<file path="config.mk">
export PLATFORM = sky130hd
export DESIGN_NAME = adc_button_filter_debounce_unit
export DESIGN_NICKNAME = d
export VERILOG_FILES = /design/src/abfd_pkg.sv /design/src/abfd_core.sv /design/src/adc_button_filter_debounce_unit.sv
export SDC_FILE = /design/constraint.sdc
export NUM_CORES = 1
export LEC_CHECK = 0
export BUFFER_PORTS_ARGS = -buffer_cell sky130_fd_sc_hd__buf_2
export CAP_MARGIN = 10
export CORE_MARGIN = 3
export CORE_UTILIZATION = 30
export DETAILED_ROUTE_END_ITERATION = 12
export GPL_ROUTABILITY_DRIVEN = 0
export PLACE_DENSITY = 0.55
export SLEW_MARGIN = 15
export SYNTH_ARGS = -nofsm -noshare
export SYNTH_HDL_FRONTEND = slang
export SYNTH_SLANG_ARGS = --single-unit
</file>
<file path="constraint.sdc">
create_clock -name clk -period 9 [get_ports clk]
set_input_delay 1.8 -clock clk [delete_from_list [all_inputs] [get_ports clk]]
set_output_delay 1.8 -clock clk [all_outputs]
set_load 0.01 [all_outputs]
</file>
<file path="src/abfd_pkg.sv">
// Package for the ADC button filter: widths, reset values, register indexes
// and transaction structs. No dependencies.
`timescale 1ns / 1ps

package abfd_pkg;

  localparam int FILTER_SHIFT = 3;
  localparam int TICK_US      = 100;
  localparam int VAL_W        = 10;
  localparam int TIME_W       = 20;
  localparam int ACC_W        = VAL_W + FILTER_SHIFT;
  localparam int REG_IDX_W    = 3;

  localparam logic [VAL_W-1:0]  OUT_UP        = VAL_W'(1023);
  localparam logic [ACC_W-1:0]  ACC_RESET     = ACC_W'(OUT_UP) << FILTER_SHIFT;
  localparam logic [TIME_W-1:0] DEBOUNCE_RST  = TIME_W'(5000);

  localparam logic [REG_IDX_W-1:0] REG_PRESS    = 3'd0;
  localparam logic [REG_IDX_W-1:0] REG_RELEASE  = 3'd1;
  localparam logic [REG_IDX_W-1:0] REG_DEBOUNCE = 3'd2;
  localparam logic [REG_IDX_W-1:0] REG_REPEAT   = 3'd3;
  localparam logic [REG_IDX_W-1:0] REG_CEILING  = 3'd4;

  typedef struct packed {
    logic [VAL_W-1:0]  press_threshold;
    logic [VAL_W-1:0]  release_threshold;
    logic [TIME_W-1:0] debounce_time_us;
    logic [TIME_W-1:0] repeat_time_us;
    logic [VAL_W-1:0]  valid_ceiling;
  } cfg_t;

  typedef struct packed {
    logic             mode;
    logic [VAL_W-1:0] adc_sample;
  } in_t;

  typedef struct packed {
    logic [VAL_W-1:0] filtered_value;
    logic [1:0]       button_state;
    logic [VAL_W-1:0] read_value;
    logic             read_valid;
  } out_t;

endpackage

</file>
<file path="src/abfd_core.sv">
// Leaky integrator, debounce/auto-repeat state machine and published value.
// Depends on abfd_pkg.
`timescale 1ns / 1ps

module abfd_core import abfd_pkg::*; (
  input  logic clk,
  input  logic rst,
  input  cfg_t cfg,
  input  logic step,
  input  in_t  item,
  output out_t result
);

  typedef enum logic [1:0] {
    ST_UP      = 2'd0,
    ST_DEB     = 2'd1,
    ST_PRESSED = 2'd2
  } state_t;

  state_t             state, state_next;
  logic [ACC_W-1:0]   accum, accum_next;
  logic [TIME_W-1:0]  elapsed, elapsed_next;
  logic [VAL_W-1:0]   held, held_next;
  logic [VAL_W-1:0]   published, published_next;

  logic [ACC_W:0]     acc_sum;
  logic [ACC_W-1:0]   acc_new;
  logic [VAL_W-1:0]   filt_new;
  logic [TIME_W:0]    time_sum;
  logic [TIME_W-1:0]  elapsed_inc;

  assign acc_sum  = {1'b0, accum} - ({1'b0, accum} >> FILTER_SHIFT)
                    + (ACC_W+1)'(item.adc_sample);
  assign acc_new  = acc_sum[ACC_W-1:0];
  assign filt_new = acc_new[ACC_W-1:FILTER_SHIFT];

  // saturating tick add
  assign time_sum    = {1'b0, elapsed} + (TIME_W+1)'(TICK_US);
  assign elapsed_inc = time_sum[TIME_W] ? '1 : time_sum[TIME_W-1:0];

  always_comb begin
    state_next     = state;
    accum_next     = accum;
    elapsed_next   = elapsed;
    held_next      = held;
    published_next = published;
    result         = '0;
    if (!item.mode) begin
      accum_next = acc_new;
      unique case (state)
        ST_DEB: begin
          if (elapsed < cfg.debounce_time_us) begin
            elapsed_next = elapsed_inc;
          end else begin
            held_next      = filt_new;
            published_next = filt_new;
            elapsed_next   = '0;
            state_next     = ST_PRESSED;
          end
        end
        ST_PRESSED: begin
          if (filt_new >= cfg.release_threshold) begin
            state_next = ST_UP;
          end else if (cfg.repeat_time_us != '0) begin
            if (elapsed < cfg.repeat_time_us) begin
              elapsed_next = elapsed_inc;
            end else begin
              published_next = held;
              elapsed_next   = '0;
            end
          end
        end
        default: begin
          state_next = ST_UP;
          if (filt_new <= cfg.press_threshold) begin
            elapsed_next = '0;
            state_next   = ST_DEB;
          end
        end
      endcase
      result.filtered_value = filt_new;
      result.button_state   = state_next;
    end else begin
      published_next        = OUT_UP;
      result.filtered_value = accum[ACC_W-1:FILTER_SHIFT];
      result.button_state   = state;
      result.read_value     = published;
      result.read_valid     = (published <= cfg.valid_ceiling);
    end
  end

  always_ff @(posedge clk) begin
    if (rst) begin
      state     <= ST_UP;
      accum     <= ACC_RESET;
      elapsed   <= '0;
      held      <= '0;
      published <= OUT_UP;
    end else if (step) begin
      state     <= state_next;
      accum     <= accum_next;
      elapsed   <= elapsed_next;
      held      <= held_next;
      published <= published_next;
    end
  end

endmodule

</file>
<file path="src/adc_button_filter_debounce_unit.sv">
// Top level of the ADC button filter: APB register file, core and output stage.
// Depends on abfd_pkg and abfd_core.
//
//   channel | signals                         | transaction when
//   --------+---------------------------------+-------------------------------
//   input   | in_valid, in_stall, in_item     | in_valid && !in_stall
//   output  | out_valid, out_stall, out_item  | out_valid && !out_stall
//   config  | psel, penable, pwrite, paddr... | psel && penable && pwrite
//
// One transaction per cycle on each channel unless in_stall or out_stall holds it;
// each accepted result is registered after the core logic in the output register
// or, while that register is held, in a skid register, so in_stall rises only when
// both the output and skid registers are full.
// Synchronous reset restores state and registers and empties both output stages.
`timescale 1ns / 1ps

module adc_button_filter_debounce_unit import abfd_pkg::*; (
  input  logic        clk,
  input  logic        rst,
  input  logic        psel,
  input  logic        penable,
  input  logic        pwrite,
  input  logic [4:0]  paddr,
  input  logic [31:0] pwdata,
  output logic [31:0] prdata,
  output logic        pready,
  input  logic        in_valid,
  output logic        in_stall,
  input  in_t         in_item,
  output logic        out_valid,
  input  logic        out_stall,
  output out_t        out_item
);

  cfg_t                 cfg;
  logic [REG_IDX_W-1:0] reg_idx;
  logic                 accept;
  logic                 take;
  logic                 skid_valid;
  out_t                 skid_item;
  out_t                 result;

  assign pready  = 1'b1;
  assign reg_idx = paddr[4:2];

  always_ff @(posedge clk) begin
    if (rst) begin
      cfg.press_threshold   <= '0;
      cfg.release_threshold <= OUT_UP;
      cfg.debounce_time_us  <= DEBOUNCE_RST;
      cfg.repeat_time_us    <= '0;
      cfg.valid_ceiling     <= OUT_UP;
    end else if (psel && penable && pwrite && pready) begin
      unique case (reg_idx)
        REG_PRESS:    cfg.press_threshold   <= pwdata[VAL_W-1:0];
        REG_RELEASE:  cfg.release_threshold <= pwdata[VAL_W-1:0];
        REG_DEBOUNCE: cfg.debounce_time_us  <= pwdata[TIME_W-1:0];
        REG_REPEAT:   cfg.repeat_time_us    <= pwdata[TIME_W-1:0];
        REG_CEILING:  cfg.valid_ceiling     <= pwdata[VAL_W-1:0];
        default: ;
      endcase
    end
  end

  always_comb begin
    unique case (reg_idx)
      REG_PRESS:    prdata = 32'(cfg.press_threshold);
      REG_RELEASE:  prdata = 32'(cfg.release_threshold);
      REG_DEBOUNCE: prdata = 32'(cfg.debounce_time_us);
      REG_REPEAT:   prdata = 32'(cfg.repeat_time_us);
      REG_CEILING:  prdata = 32'(cfg.valid_ceiling);
      default:      prdata = '0;
    endcase
  end

  assign in_stall = skid_valid;
  assign accept   = in_valid && !skid_valid;
  assign take     = out_valid && !out_stall;

  abfd_core u_core (
    .clk    (clk),
    .rst    (rst),
    .cfg    (cfg),
    .step   (accept),
    .item   (in_item),
    .result (result)
  );

  always_ff @(posedge clk) begin
    if (rst) begin
      out_valid  <= 1'b0;
      skid_valid <= 1'b0;
    end else if (take || !out_valid) begin
      if (skid_valid) begin
        out_item   <= skid_item;
        out_valid  <= 1'b1;
        skid_valid <= 1'b0;
      end else if (accept) begin
        out_item  <= result;
        out_valid <= 1'b1;
      end else begin
        out_valid <= 1'b0;
      end
    end else if (accept) begin
      skid_item  <= result;
      skid_valid <= 1'b1;
    end
  end

endmodule

</file>
==> flow_metrics.py, run 1 <==
metrics = {
    "sta": {
        "skew_ns": 0.0168,
        "fin_hold_ws_ns": 0.454,
        "final_hold_viol_count": 0,
        "setup_viol": 0,
        "grt_setup_unrepaired": "false",
        "finalSetupTns_ns": 0,
        "max_slew_margin": 0.286,
        "tightestPinTransition_ns": 1.07,
        "fin_crit_sh": 0.720,
        "final-max-slew-violation-count": 0,
        "period_needed_ns": 6.48,
        "fmax_mhz": 154,
    },
    "power_and_ir_drop": {
        "p_sw_uw": 767,
        "p_sw_frac": 0.333,
        "p_comb_frac": 0.297,
        "pwr-share-seq": 0.377,
        "p_per_area_nw_per_um2": 199,
        "internal_power_uw": 1530,
        "clkPwrFrac": 0.326,
        "p_total_uw": 2300,
        "ir_drop_uv": 138,
        "leakagePower_uw": 0.00489,
    },
    "grt": {
        "grt_pass1_wl_um": 44300,
        "grt_pass1_vias": 7886,
        "grt_antenna_before_repair": 0,
        "grt_max_degree": 49,
        "groute.usage.overall": 0.155,
        "grt_overflow_total": 0,
    },
    "finish": {
        "syn_to_final_growth_pct": 13.6,
        "stdcell_area_sq_um": 11600,
        "fin_cells": 1693,
        "nets": 1387,
        "drive_above_1_share": 0.137,
        "final_common_cell": "nand2_1",
        "layout_common_cells": "nand2_1, dfxtp_1, inv_1, a21oi_1, buf_2",
        "n_antenna_cell": 0,
    },
    "synth": {
        "netlist_top_cells_area": "dfxtp_1, edfxtp_1, ha_1",
        "ys_async_sr_fraction": 0,
        "ys_ff_latch": 173,
        "synth-edff-count": 46,
        "synth_top_area_cell": "dfxtp_1",
        "postSynthCellCount": 1185,
        "syn_avg_cell_area_sq_um": 8.60,
        "yosysSeqAreaShare": 0.385,
        "yosysUniqueCellTypes": 64,
        "syn-cell-area_sq_um": 10200,
        "synth-main-ff-cell": "dfxtp_1",
        "yosysWarnings": 0,
        "synth_top_area_share": 0.250,
    },
    "worst_hold_path": {
        "whs_path_depth": 2,
        "timing.hold.worst_endpoint": "u_core.accum[0]",
        "worstHoldStart": "u_core.accum[0]",
        "min_path_type": "flop to flop",
    },
    "clock_network": {
        "ctsHoldBuffers": 0,
        "post_cts_buffers": 0,
        "htree_num_levels": 4,
        "cts_buffers": 17,
        "cts_buffer_depth": 2,
        "cts-root-buf": "clkbuf_16",
        "cts_tree": "built",
        "cts_sinks": 173,
        "cts_resized": 0,
        "clkSlewWorstSetupHoldPaths_ns": 0.07,
        "clk-insertion-delay-late_ns": 0.44,
    },
    "critical_path": {
        "r2r_slack_ns": 3.57,
        "setup.worst_path.start": "in_item[1]",
        "reg2reg_from": "u_core.accum[6]",
        "cp-end-kind": "flop",
        "cp.required_ns": 9.36,
        "reg2reg_depth": 18,
        "path_class": "input port to flop",
        "path_max_fanout": 12,
        "arrival_ns": 6.84,
        "start_kind": "input port",
        "reg2reg_to": "u_core.elapsed[3]",
    },
    "die": {
        "core_sq_um": 33000,
        "die_h_um": 190,
        "die_x_um": 190,
        "pin_count": 113,
        "core.rowCount": 66,
        "start_util": 0.308,
        "die_area_sq_um": 36200,
    },
    "run_status": {
        "outcome": "complete, no violations",
    },
    "place": {
        "io_buffers": 85,
        "dp_hpwl_um": 20500,
        "placed_cell_area_sq_um": 11000,
        "dp.cells": 1661,
    },
    "routing": {
        "drc": 0,
        "wl_per_cell_um": 16.4,
        "vias_per_cell": 4.98,
        "drt-total-wl_um": 27800,
        "ant_nets": 0,
        "via_count": 8423,
        "drtIter0Drc": 534,
        "drtPass1Iterations": 5,
    },
    "flow_run": {
        "max-cap-violations": 0,
    },
}
flip-flops by register name, indices dropped and copies added (netlist names), 2 cells and up:
register          count
cfg                  70
skid_item            23
u_core.published     10
u_core.accum         13
u_core.elapsed       20
out_item             23
u_core.held          10
u_core.state          2
cells in the mapped netlist (3+ instances only):
library cell / instances
and2_1: 18
nor2b_1: 5
a21boi_0: 3
clkbuf_1: 51
and4_1: 10
a311oi_1: 4
mux2i_1: 29
a31o_2: 3
nor4_1: 18
or3_1: 4
a22oi_1: 21
o21a_1: 7
or2_2: 4
o21ai_0: 33
o21bai_1: 3
a2111oi_0: 4
a21o_1: 14
buf_4: 13
nand4_1: 9
nand2_1: 182
nor2_1: 67
nor3_1: 16
ha_1: 84
o211ai_1: 37
inv_1: 123
dfxtp_1: 127
nand3_1: 15
a31oi_1: 5
xnor2_1: 4
o22ai_1: 10
buf_2: 5
buf_1: 4
a21oi_1: 97
o31ai_1: 3
a211oi_1: 13
mux2_2: 24
fa_1: 10
nand2b_1: 6
edfxtp_1: 46
xor2_1: 8
o221a_2: 4
and3_1: 12
cell families (layout without fill, tap and decap cells):
group / Yosys count / count (layout) / share of synthesized area
buf+inv: 197 / 252 / 0.0780
flops: 173 / 173 / 0.385
xor+xnor: 13 / 13 / 0.0119
other cells: 2 / 13 / 0.000737
simple gates: 373 / 373 / 0.169
fa+ha+maj: 94 / 94 / 0.123
mux: 53 / 53 / 0.0550
compound gates: 280 / 280 / 0.178
cell type report:
class	instances	area, sq um
multi-input cells	826	5530
fillers	3500	21500
repair buffers	96	508
clock buffers	22	475
flip-flops and latches	173	3930
inverters	124	465
clock inverters	10	114
well taps	442	553
worst max-delay path by stage:
| stage | cells past startpoint | slack (ns) | endpoint |
|---|---|---|---|
| after floorplan | 19 | 2.80 | u_core.elapsed[3] |
| after global routing | 19 | 2.16 | u_core.elapsed[3] |
| after detailed placement | 19 | 2.10 | u_core.elapsed[3] |
| after CTS | 19 | 2.52 | u_core.elapsed[3] |
| final | 19 | 2.52 | u_core.elapsed[3] |
| after global placement | 19 | 2.12 | u_core.elapsed[3] |
power by group through the flow:
stage / Sequential [uW] / Combinational [uW] / Clock, uW
after global routing: 871 / 778 / 793
final: 867 / 684 / 750
after global placement: 885 / 673 / 0
after CTS: 868 / 688 / 763
after detailed placement: 885 / 682 / 0
after floorplan: 880 / 489 / 0
critical path, stage by stage:
cell and delay [ns]:
buf_2 0.07, inv_1 0.04, fa_1 0.52, inv_1 0.07, fa_1 0.48, a211oi_1 0.30
o21ai_0 0.23, a311o_1 0.34, a21o_1 0.21, xnor2_2 0.18, inv_1 0.15, ha_1 0.33
and4_1 0.21, and2_1 0.15, a221oi_2 0.32, a21oi_2 0.15, or3_1 0.57, or4_1 0.56
a21oi_1 0.16
per-stage QoR:
step,setup WS (ns),util
after floorplan,2.80,-
after global placement,2.12,0.332
after detailed placement,2.10,0.332
after CTS,2.52,0.350
after global routing,2.16,0.350
final,2.52,0.350
layer usage:
layer	routed length, um	global-route usage	vias to the layer above	part of all wire
li1	-	-	4246	-
met4	284	0.0327	0	0.010
met2	11900	0.229	189	0.43
met5	0	0	-	0
met1	14500	0.235	3971	0.52
met3	1160	0.0267	17	0.042
No activity file was read; power rests on OpenSTA's default activity.
==> run 2: changes to the inputs <==
==> constraint.sdc (replaced) <==
create_clock -name clk -period 6.2 [get_ports clk]
set_input_delay 1.24 -clock clk [delete_from_list [all_inputs] [get_ports clk]]
set_output_delay 1.24 -clock clk [all_outputs]
set_load 0.01 [all_outputs]
==> run 2 against run 1 <==
Against the previous run:
- clock power rose by 44%
- combinational power rose by 59%
- routed wire length rose by 0.33%
- hold slack improved by 0.0017 ns
- count of clock-buffer cells in the layout fell by 5
- utilization rose by 0.29 points
- sequential power rose by 45%
- largest power group unchanged
==> flow_metrics.py, run 2 (synthesis gave the netlist of run 1 again) <==
metrics = {
    "grt": {
        "grt_max_degree": 79,
        "grt_pass1_vias": 7993,
        "grt_antenna_before_repair": 0,
        "grt_pass1_wl_um": 44500,
        "groute.usage.overall": 0.156,
        "grt_overflow_total": 0,
    },
    "power_and_ir_drop": {
        "leakagePower_uw": 0.00494,
        "ir_drop_uv": 216,
        "p_per_area_nw_per_um2": 293,
    },
    "finish": {
        "largest_reg_flops": 70,
        "final_common_cell": "nand2_1",
        "nets": 1402,
        "multiInputGateArea_sq_um": 5530,
        "syn_to_final_growth_pct": 14.5,
        "final_core_util": 0.353,
        "reg_top3": "cfg (70), out_item (23), skid_item (23)",
        "layout_common_cells": "nand2_1, dfxtp_1, inv_1, a21oi_1, buf_2",
        "drive_above_1_share": 0.146,
        "largest_register": "cfg",
        "seqCellArea_sq_um": 3920,
        "n_antenna_cell": 0,
        "fill_cells": 3484,
    },
    "clock_network": {
        "cts_buffers": 17,
        "clkSlewWorstSetupHoldPaths_ns": 0.07,
        "cts_tree": "built",
        "ctsHoldBuffers": 0,
        "cts_sinks": 173,
        "post_cts_buffers": 0,
        "clk-insertion-delay-late_ns": 0.45,
        "cts-root-buf": "clkbuf_16",
        "cts_buffer_depth": 2,
        "cts_resized": 0,
        "htree_num_levels": 4,
    },
    "critical_path": {
        "crit_buf_inv": 4,
        "path_max_fanout": 4,
        "r2r_slack_ns": 1.07,
        "path_cells": "buf_2 > inv_1 > fa_1 > inv_1 > fa_1 > a211oi_1 > o21ai_0 > a311o_1 > a21o_1 > xnor2_2 > inv_1 > ha_1 > and4_1 > and2_1 > a221oi_2 > a21oi_2 > or3_1 > or4_1 > a21oi_1",
        "reg2reg_from": "u_core.accum[5]",
        "crit_path_frequent_cell": "inv_1",
        "cp_top_family": "compound AO/OA/AOI/OAI gates",
        "path_class": "input port to flop",
        "cp.required_ns": 6.57,
        "arrival_ns": 6.01,
        "critPathMaxStageDelay_ns": 0.53,
        "start_kind": "input port",
        "reg2reg_depth": 18,
        "reg2reg_to": "u_core.elapsed[3]",
        "slowest_stage": "fa_1",
        "cp-end-kind": "flop",
    },
    "sta": {
        "grt_setup_unrepaired": "false",
        "max_slew_margin": 0.260,
        "fin_hold_ws_ns": 0.456,
        "skew_ns": 0.0110,
        "setup_viol": 0,
        "fmax_mhz": 177,
        "final_hold_viol_count": 0,
        "finalSetupTns_ns": 0,
        "tightestPinTransition_ns": 1.11,
        "fin_crit_sh": 0.909,
        "period_needed_ns": 5.64,
        "final-max-slew-violation-count": 0,
    },
    "run_status": {
        "outcome": "complete, no violations",
    },
    "worst_hold_path": {
        "worstHoldStart": "cfg[36]",
        "whs_path_depth": 2,
        "min_path_type": "flop to flop",
        "timing.hold.worst_endpoint": "cfg[36]",
    },
    "routing": {
        "via_count": 8461,
        "drc": 0,
        "drt-total-wl_um": 27900,
        "vias_per_cell": 4.95,
        "drtIter0Drc": 522,
        "ant_nets": 0,
        "drtPass1Iterations": 7,
        "wl_per_cell_um": 16.3,
    },
    "flow_run": {
        "max-cap-violations": 0,
    },
    "die": {
        "core_sq_um": 33000,
        "die_h_um": 190,
        "start_util": 0.308,
        "pin_count": 113,
        "die_x_um": 190,
        "die_area_sq_um": 36200,
        "core.rowCount": 66,
    },
    "place": {
        "dp_hpwl_um": 20600,
        "io_buffers": 85,
    },
}
[run 2: cell count changes in the layout (fill, tap and decap cells not counted), moves of 2 or more]
cell	before	now
inv_8	0	2
clkinv_2	2	0
clkbuf_8	3	0
clkinv_4	3	0
inv_6	0	7
buf_4	11	26
clkinvlp_4	1	4
[run 2: how the worst max path moves through the flow]
stage | endpoint | startpoint | slack (ns) | depth (start not counted)
4_1_cts | u_core.elapsed[3] | in_item[1] | 0.55 | 19
5_1_grt | u_core.elapsed[19] | in_item[1] | 0.22 | 20
2_1_floorplan | u_core.elapsed[3] | in_item[6] | 0.56 | 19
3_3_place_gp | u_core.elapsed[3] | in_item[1] | 0.16 | 19
6_report | u_core.elapsed[3] | in_item[1] | 0.56 | 19
3_5_place_dp | u_core.elapsed[3] | in_item[1] | 0.08 | 19
[run 2: area by class of cell]
cell class | count | share of cell area
multi-input combinational | 826 | 0.474
clock inverter | 15 | 0.0127
timing repair buffer | 111 | 0.0532
sequential | 173 | 0.336
tap | 442 | 0.0474
inverter | 124 | 0.0399
clock buffer | 17 | 0.0365
[run 2: layer usage]
metal	share of wire	up-vias	track usage
met4	0.012	0	0.0387
met2	0.43	211	0.228
met1	0.51	3962	0.236
met5	0	-	0
li1	-	4266	-
met3	0.054	22	0.0270
[run 2: power by group]
part | total (uW) | switching (uW) | internal (uW)
sequential | 1260 | 37.8 | 1220
combinational | 1090 | 639 | 447
clock | 1080 | 512 | 566
total | 3420 | 1190 | 2230
[run 2: tightest hold or removal path: cells and delay by family (launching register included)]
kind            cells  cell delay, ns
flops               1            0.31
compound gates      1            0.05
simple gates        1            0.05
[run 2: through the flow]
stage	area, sq um	setup WS, ns	total power, uW	std cells
5_1_grt	11700	0.222	3640	1708
3_5_place_dp	11100	0.0848	2360	1676
2_1_floorplan	10200	0.563	1990	1196
4_1_cts	11700	0.548	3450	1708
6_report	11700	0.562	3420	1708
3_3_place_gp	11100	0.159	2350	1676
==> run 3: changes to the inputs <==
--- a/config.mk
+++ b/config.mk
@@ -12,6 +12,7 @@
 export DETAILED_ROUTE_END_ITERATION = 12
 export GPL_ROUTABILITY_DRIVEN = 0
 export PLACE_DENSITY = 0.55
+export REMOVE_ABC_BUFFERS = 1
 export SLEW_MARGIN = 15
 export SYNTH_ARGS = -nofsm -noshare
 export SYNTH_HDL_FRONTEND = slang
==> run 3 against run 2 <==
Against the previous run:
- clock power barely moved
- worst setup slack got worse by 0.13 ns
- non-clock buffer count fell by 1
- largest cell class unchanged
- largest power group unchanged
- highest routed layer unchanged
==> flow_metrics.py, run 3 (synthesis gave the netlist of run 1 again) <==
metrics = {
    "power_and_ir_drop": {
        "leakagePower_uw": 0.00495,
        "ir_drop_uv": 231,
        "clkPwrFrac": 0.312,
        "p_sw_uw": 1110,
        "internal_power_uw": 2250,
        "pwr-share-seq": 0.374,
        "p_sw_frac": 0.330,
        "p_comb_frac": 0.314,
        "p_per_area_nw_per_um2": 288,
    },
    "critical_path": {
        "path_class": "input port to flop",
        "reg2reg_to": "u_core.elapsed[19]",
        "path_max_fanout": 16,
        "r2r_slack_ns": 1.02,
        "reg2reg_depth": 19,
        "critPathMaxStageDelay_ns": 0.53,
        "reg2reg_from": "u_core.accum[1]",
        "crit_buf_inv": 5,
        "slowest_stage": "fa_1",
        "path_cells": "buf_2 > inv_1 > fa_1 > inv_1 > fa_1 > a211oi_1 > o21ai_0 > a311o_1 > a21o_1 > xnor2_2 > inv_1 > ha_1 > and4_1 > and2_1 > a221oi_2 > a21oi_2 > nor3_2 > buf_12 > a41oi_1 > a2111oi_0",
        "cp.required_ns": 6.49,
        "crit_path_frequent_cell": "inv_1",
        "arrival_ns": 6.05,
        "cp-end-kind": "flop",
        "start_kind": "input port",
        "cp_top_family": "compound AO/OA/AOI/OAI gates",
        "crit_cells": 20,
    },
    "finish": {
        "layout_common_cells": "nand2_1, dfxtp_1, inv_1, a21oi_1",
        "nets": 1401,
        "final_core_util": 0.353,
        "fill_cells": 3504,
        "n_antenna_cell": 0,
        "largest_register": "cfg",
        "drive_above_1_share": 0.142,
        "largest_reg_flops": 70,
        "final_common_cell": "nand2_1",
        "reg_top3": "cfg (70), out_item (23), skid_item (23)",
        "syn_to_final_growth_pct": 14.6,
    },
    "grt": {
        "grt_max_degree": 58,
        "groute.usage.overall": 0.157,
        "grt_overflow_total": 0,
        "grt_pass1_vias": 8174,
        "grt_pass1_wl_um": 44900,
        "grt_antenna_before_repair": 0,
    },
    "flow_run": {
        "max-cap-violations": 0,
    },
    "place": {
        "dp_hpwl_um": 20700,
        "io_buffers": 85,
    },
    "sta": {
        "period_needed_ns": 5.77,
        "tightestPinTransition_ns": 1.15,
        "setup_viol": 0,
        "grt_setup_unrepaired": "false",
        "final-max-slew-violation-count": 0,
        "fmax_mhz": 173,
        "max_slew_margin": 0.231,
        "final_hold_viol_count": 0,
        "skew_ns": 0.0112,
        "fin_crit_sh": 0.930,
        "finalSetupTns_ns": 0,
    },
    "die": {
        "core_sq_um": 33000,
        "die_area_sq_um": 36200,
        "die_h_um": 190,
        "pin_count": 113,
        "start_util": 0.308,
        "core.rowCount": 66,
        "die_x_um": 190,
    },
    "clock_network": {
        "clk-insertion-delay-late_ns": 0.44,
        "cts_tree": "built",
        "cts-root-buf": "clkbuf_16",
        "htree_num_levels": 4,
        "ctsHoldBuffers": 0,
        "cts_resized": 0,
        "clkSlewWorstSetupHoldPaths_ns": 0.06,
        "post_cts_buffers": 0,
        "cts_sinks": 173,
        "cts_buffers": 17,
        "cts_buffer_depth": 2,
    },
    "run_status": {
        "outcome": "complete, no violations",
    },
    "routing": {
        "drc": 0,
        "drtIter0Drc": 455,
        "drtPass1Iterations": 5,
        "drt-total-wl_um": 28200,
        "via_count": 8511,
        "wl_per_cell_um": 16.5,
        "vias_per_cell": 4.99,
        "ant_nets": 0,
    },
    "worst_hold_path": {
        "timing.hold.worst_endpoint": "cfg[34]",
        "worstHoldStart": "cfg[34]",
        "min_path_type": "flop to flop",
        "whs_path_depth": 2,
    },
}
## run 3: cell types whose count changed in the layout (fill, tap and decap cells not counted)
cell	change
buf_12	+2
buf_2	-1
buf_4	-2
clkbuf_1	+4
clkbuf_16	+1
clkbuf_4	+1
clkbuf_8	+2
clkinv_1	-1
clkinv_2	+3
clkinvlp_4	-3
inv_4	+1
inv_6	-7
inv_8	-2
## run 3: worst max-delay path by stage
stage | startpoint | end
finish | in_item[1] | u_core.elapsed[19]
global route | in_item[1] | u_core.elapsed[19]
CTS | in_item[1] | u_core.elapsed[19]
global placement | in_item[1] | u_core.elapsed[3]
floorplan | in_item[5] | u_core.elapsed[3]
detailed placement | in_item[1] | u_core.elapsed[3]
## run 3: worst register-to-register path: cells and delay by family, from the launching register on
family / cells / cell delay, ns
buffers and inverters: 4 / 0.42
XOR/XNOR: 1 / 0.17
AND/OR/NAND/NOR: 3 / 0.62
AO/OA/AOI/OAI: 8 / 2.23
flip-flops: 1 / 0.33
adder cells (fa/ha/maj): 3 / 1.28
## run 3: final cells by class
type,count,area (sq um),area share
clock buffer,25,500,0.0429
tap,442,553,0.0474
inverter,124,465,0.0399
multi-input combinational,826,5530,0.474
clock inverter,6,58.8,0.00504
sequential,173,3920,0.336
timing repair buffer,110,641,0.0549
## run 3: power by group through the flow
| stage | clock (uW) | combinational (uW) | sequential (uW) |
|---|---|---|---|
| 2_1_floorplan | 0 | 679 | 1280 |
| 3_3_place_gp | 0 | 1040 | 1280 |
| 3_5_place_dp | 0 | 1050 | 1280 |
| 4_1_cts | 1070 | 1060 | 1260 |
| 5_1_grt | 1110 | 1200 | 1260 |
| 6_report | 1050 | 1060 | 1260 |
## run 3: per-stage QoR
stage / total power [uW] / hold slack (ns) / cells / instance area, sq um / setup slack (ns)
2_1_floorplan: 1960 / 0.430 / 1123 / 9900 / 0.465
5_1_grt: 3580 / 0.467 / 1706 / 11700 / 0.0765
4_1_cts: 3390 / 0.455 / 1706 / 11700 / 0.467
3_5_place_dp: 2330 / 0.447 / 1675 / 11100 / 0.123
3_3_place_gp: 2320 / 0.442 / 1675 / 11100 / 0.134
6_report: 3360 / 0.456 / 1706 / 11700 / 0.433
## run 3: metal layers
layer / GRT usage / vias up / part of all wire
met3: 0.0268 / 26 / 0.044
met4: 0.0440 / 0 / 0.017
li1: - / 4263 / -
met1: 0.212 / 4029 / 0.48
met5: 0 / - / 0
met2: 0.261 / 193 / 0.46
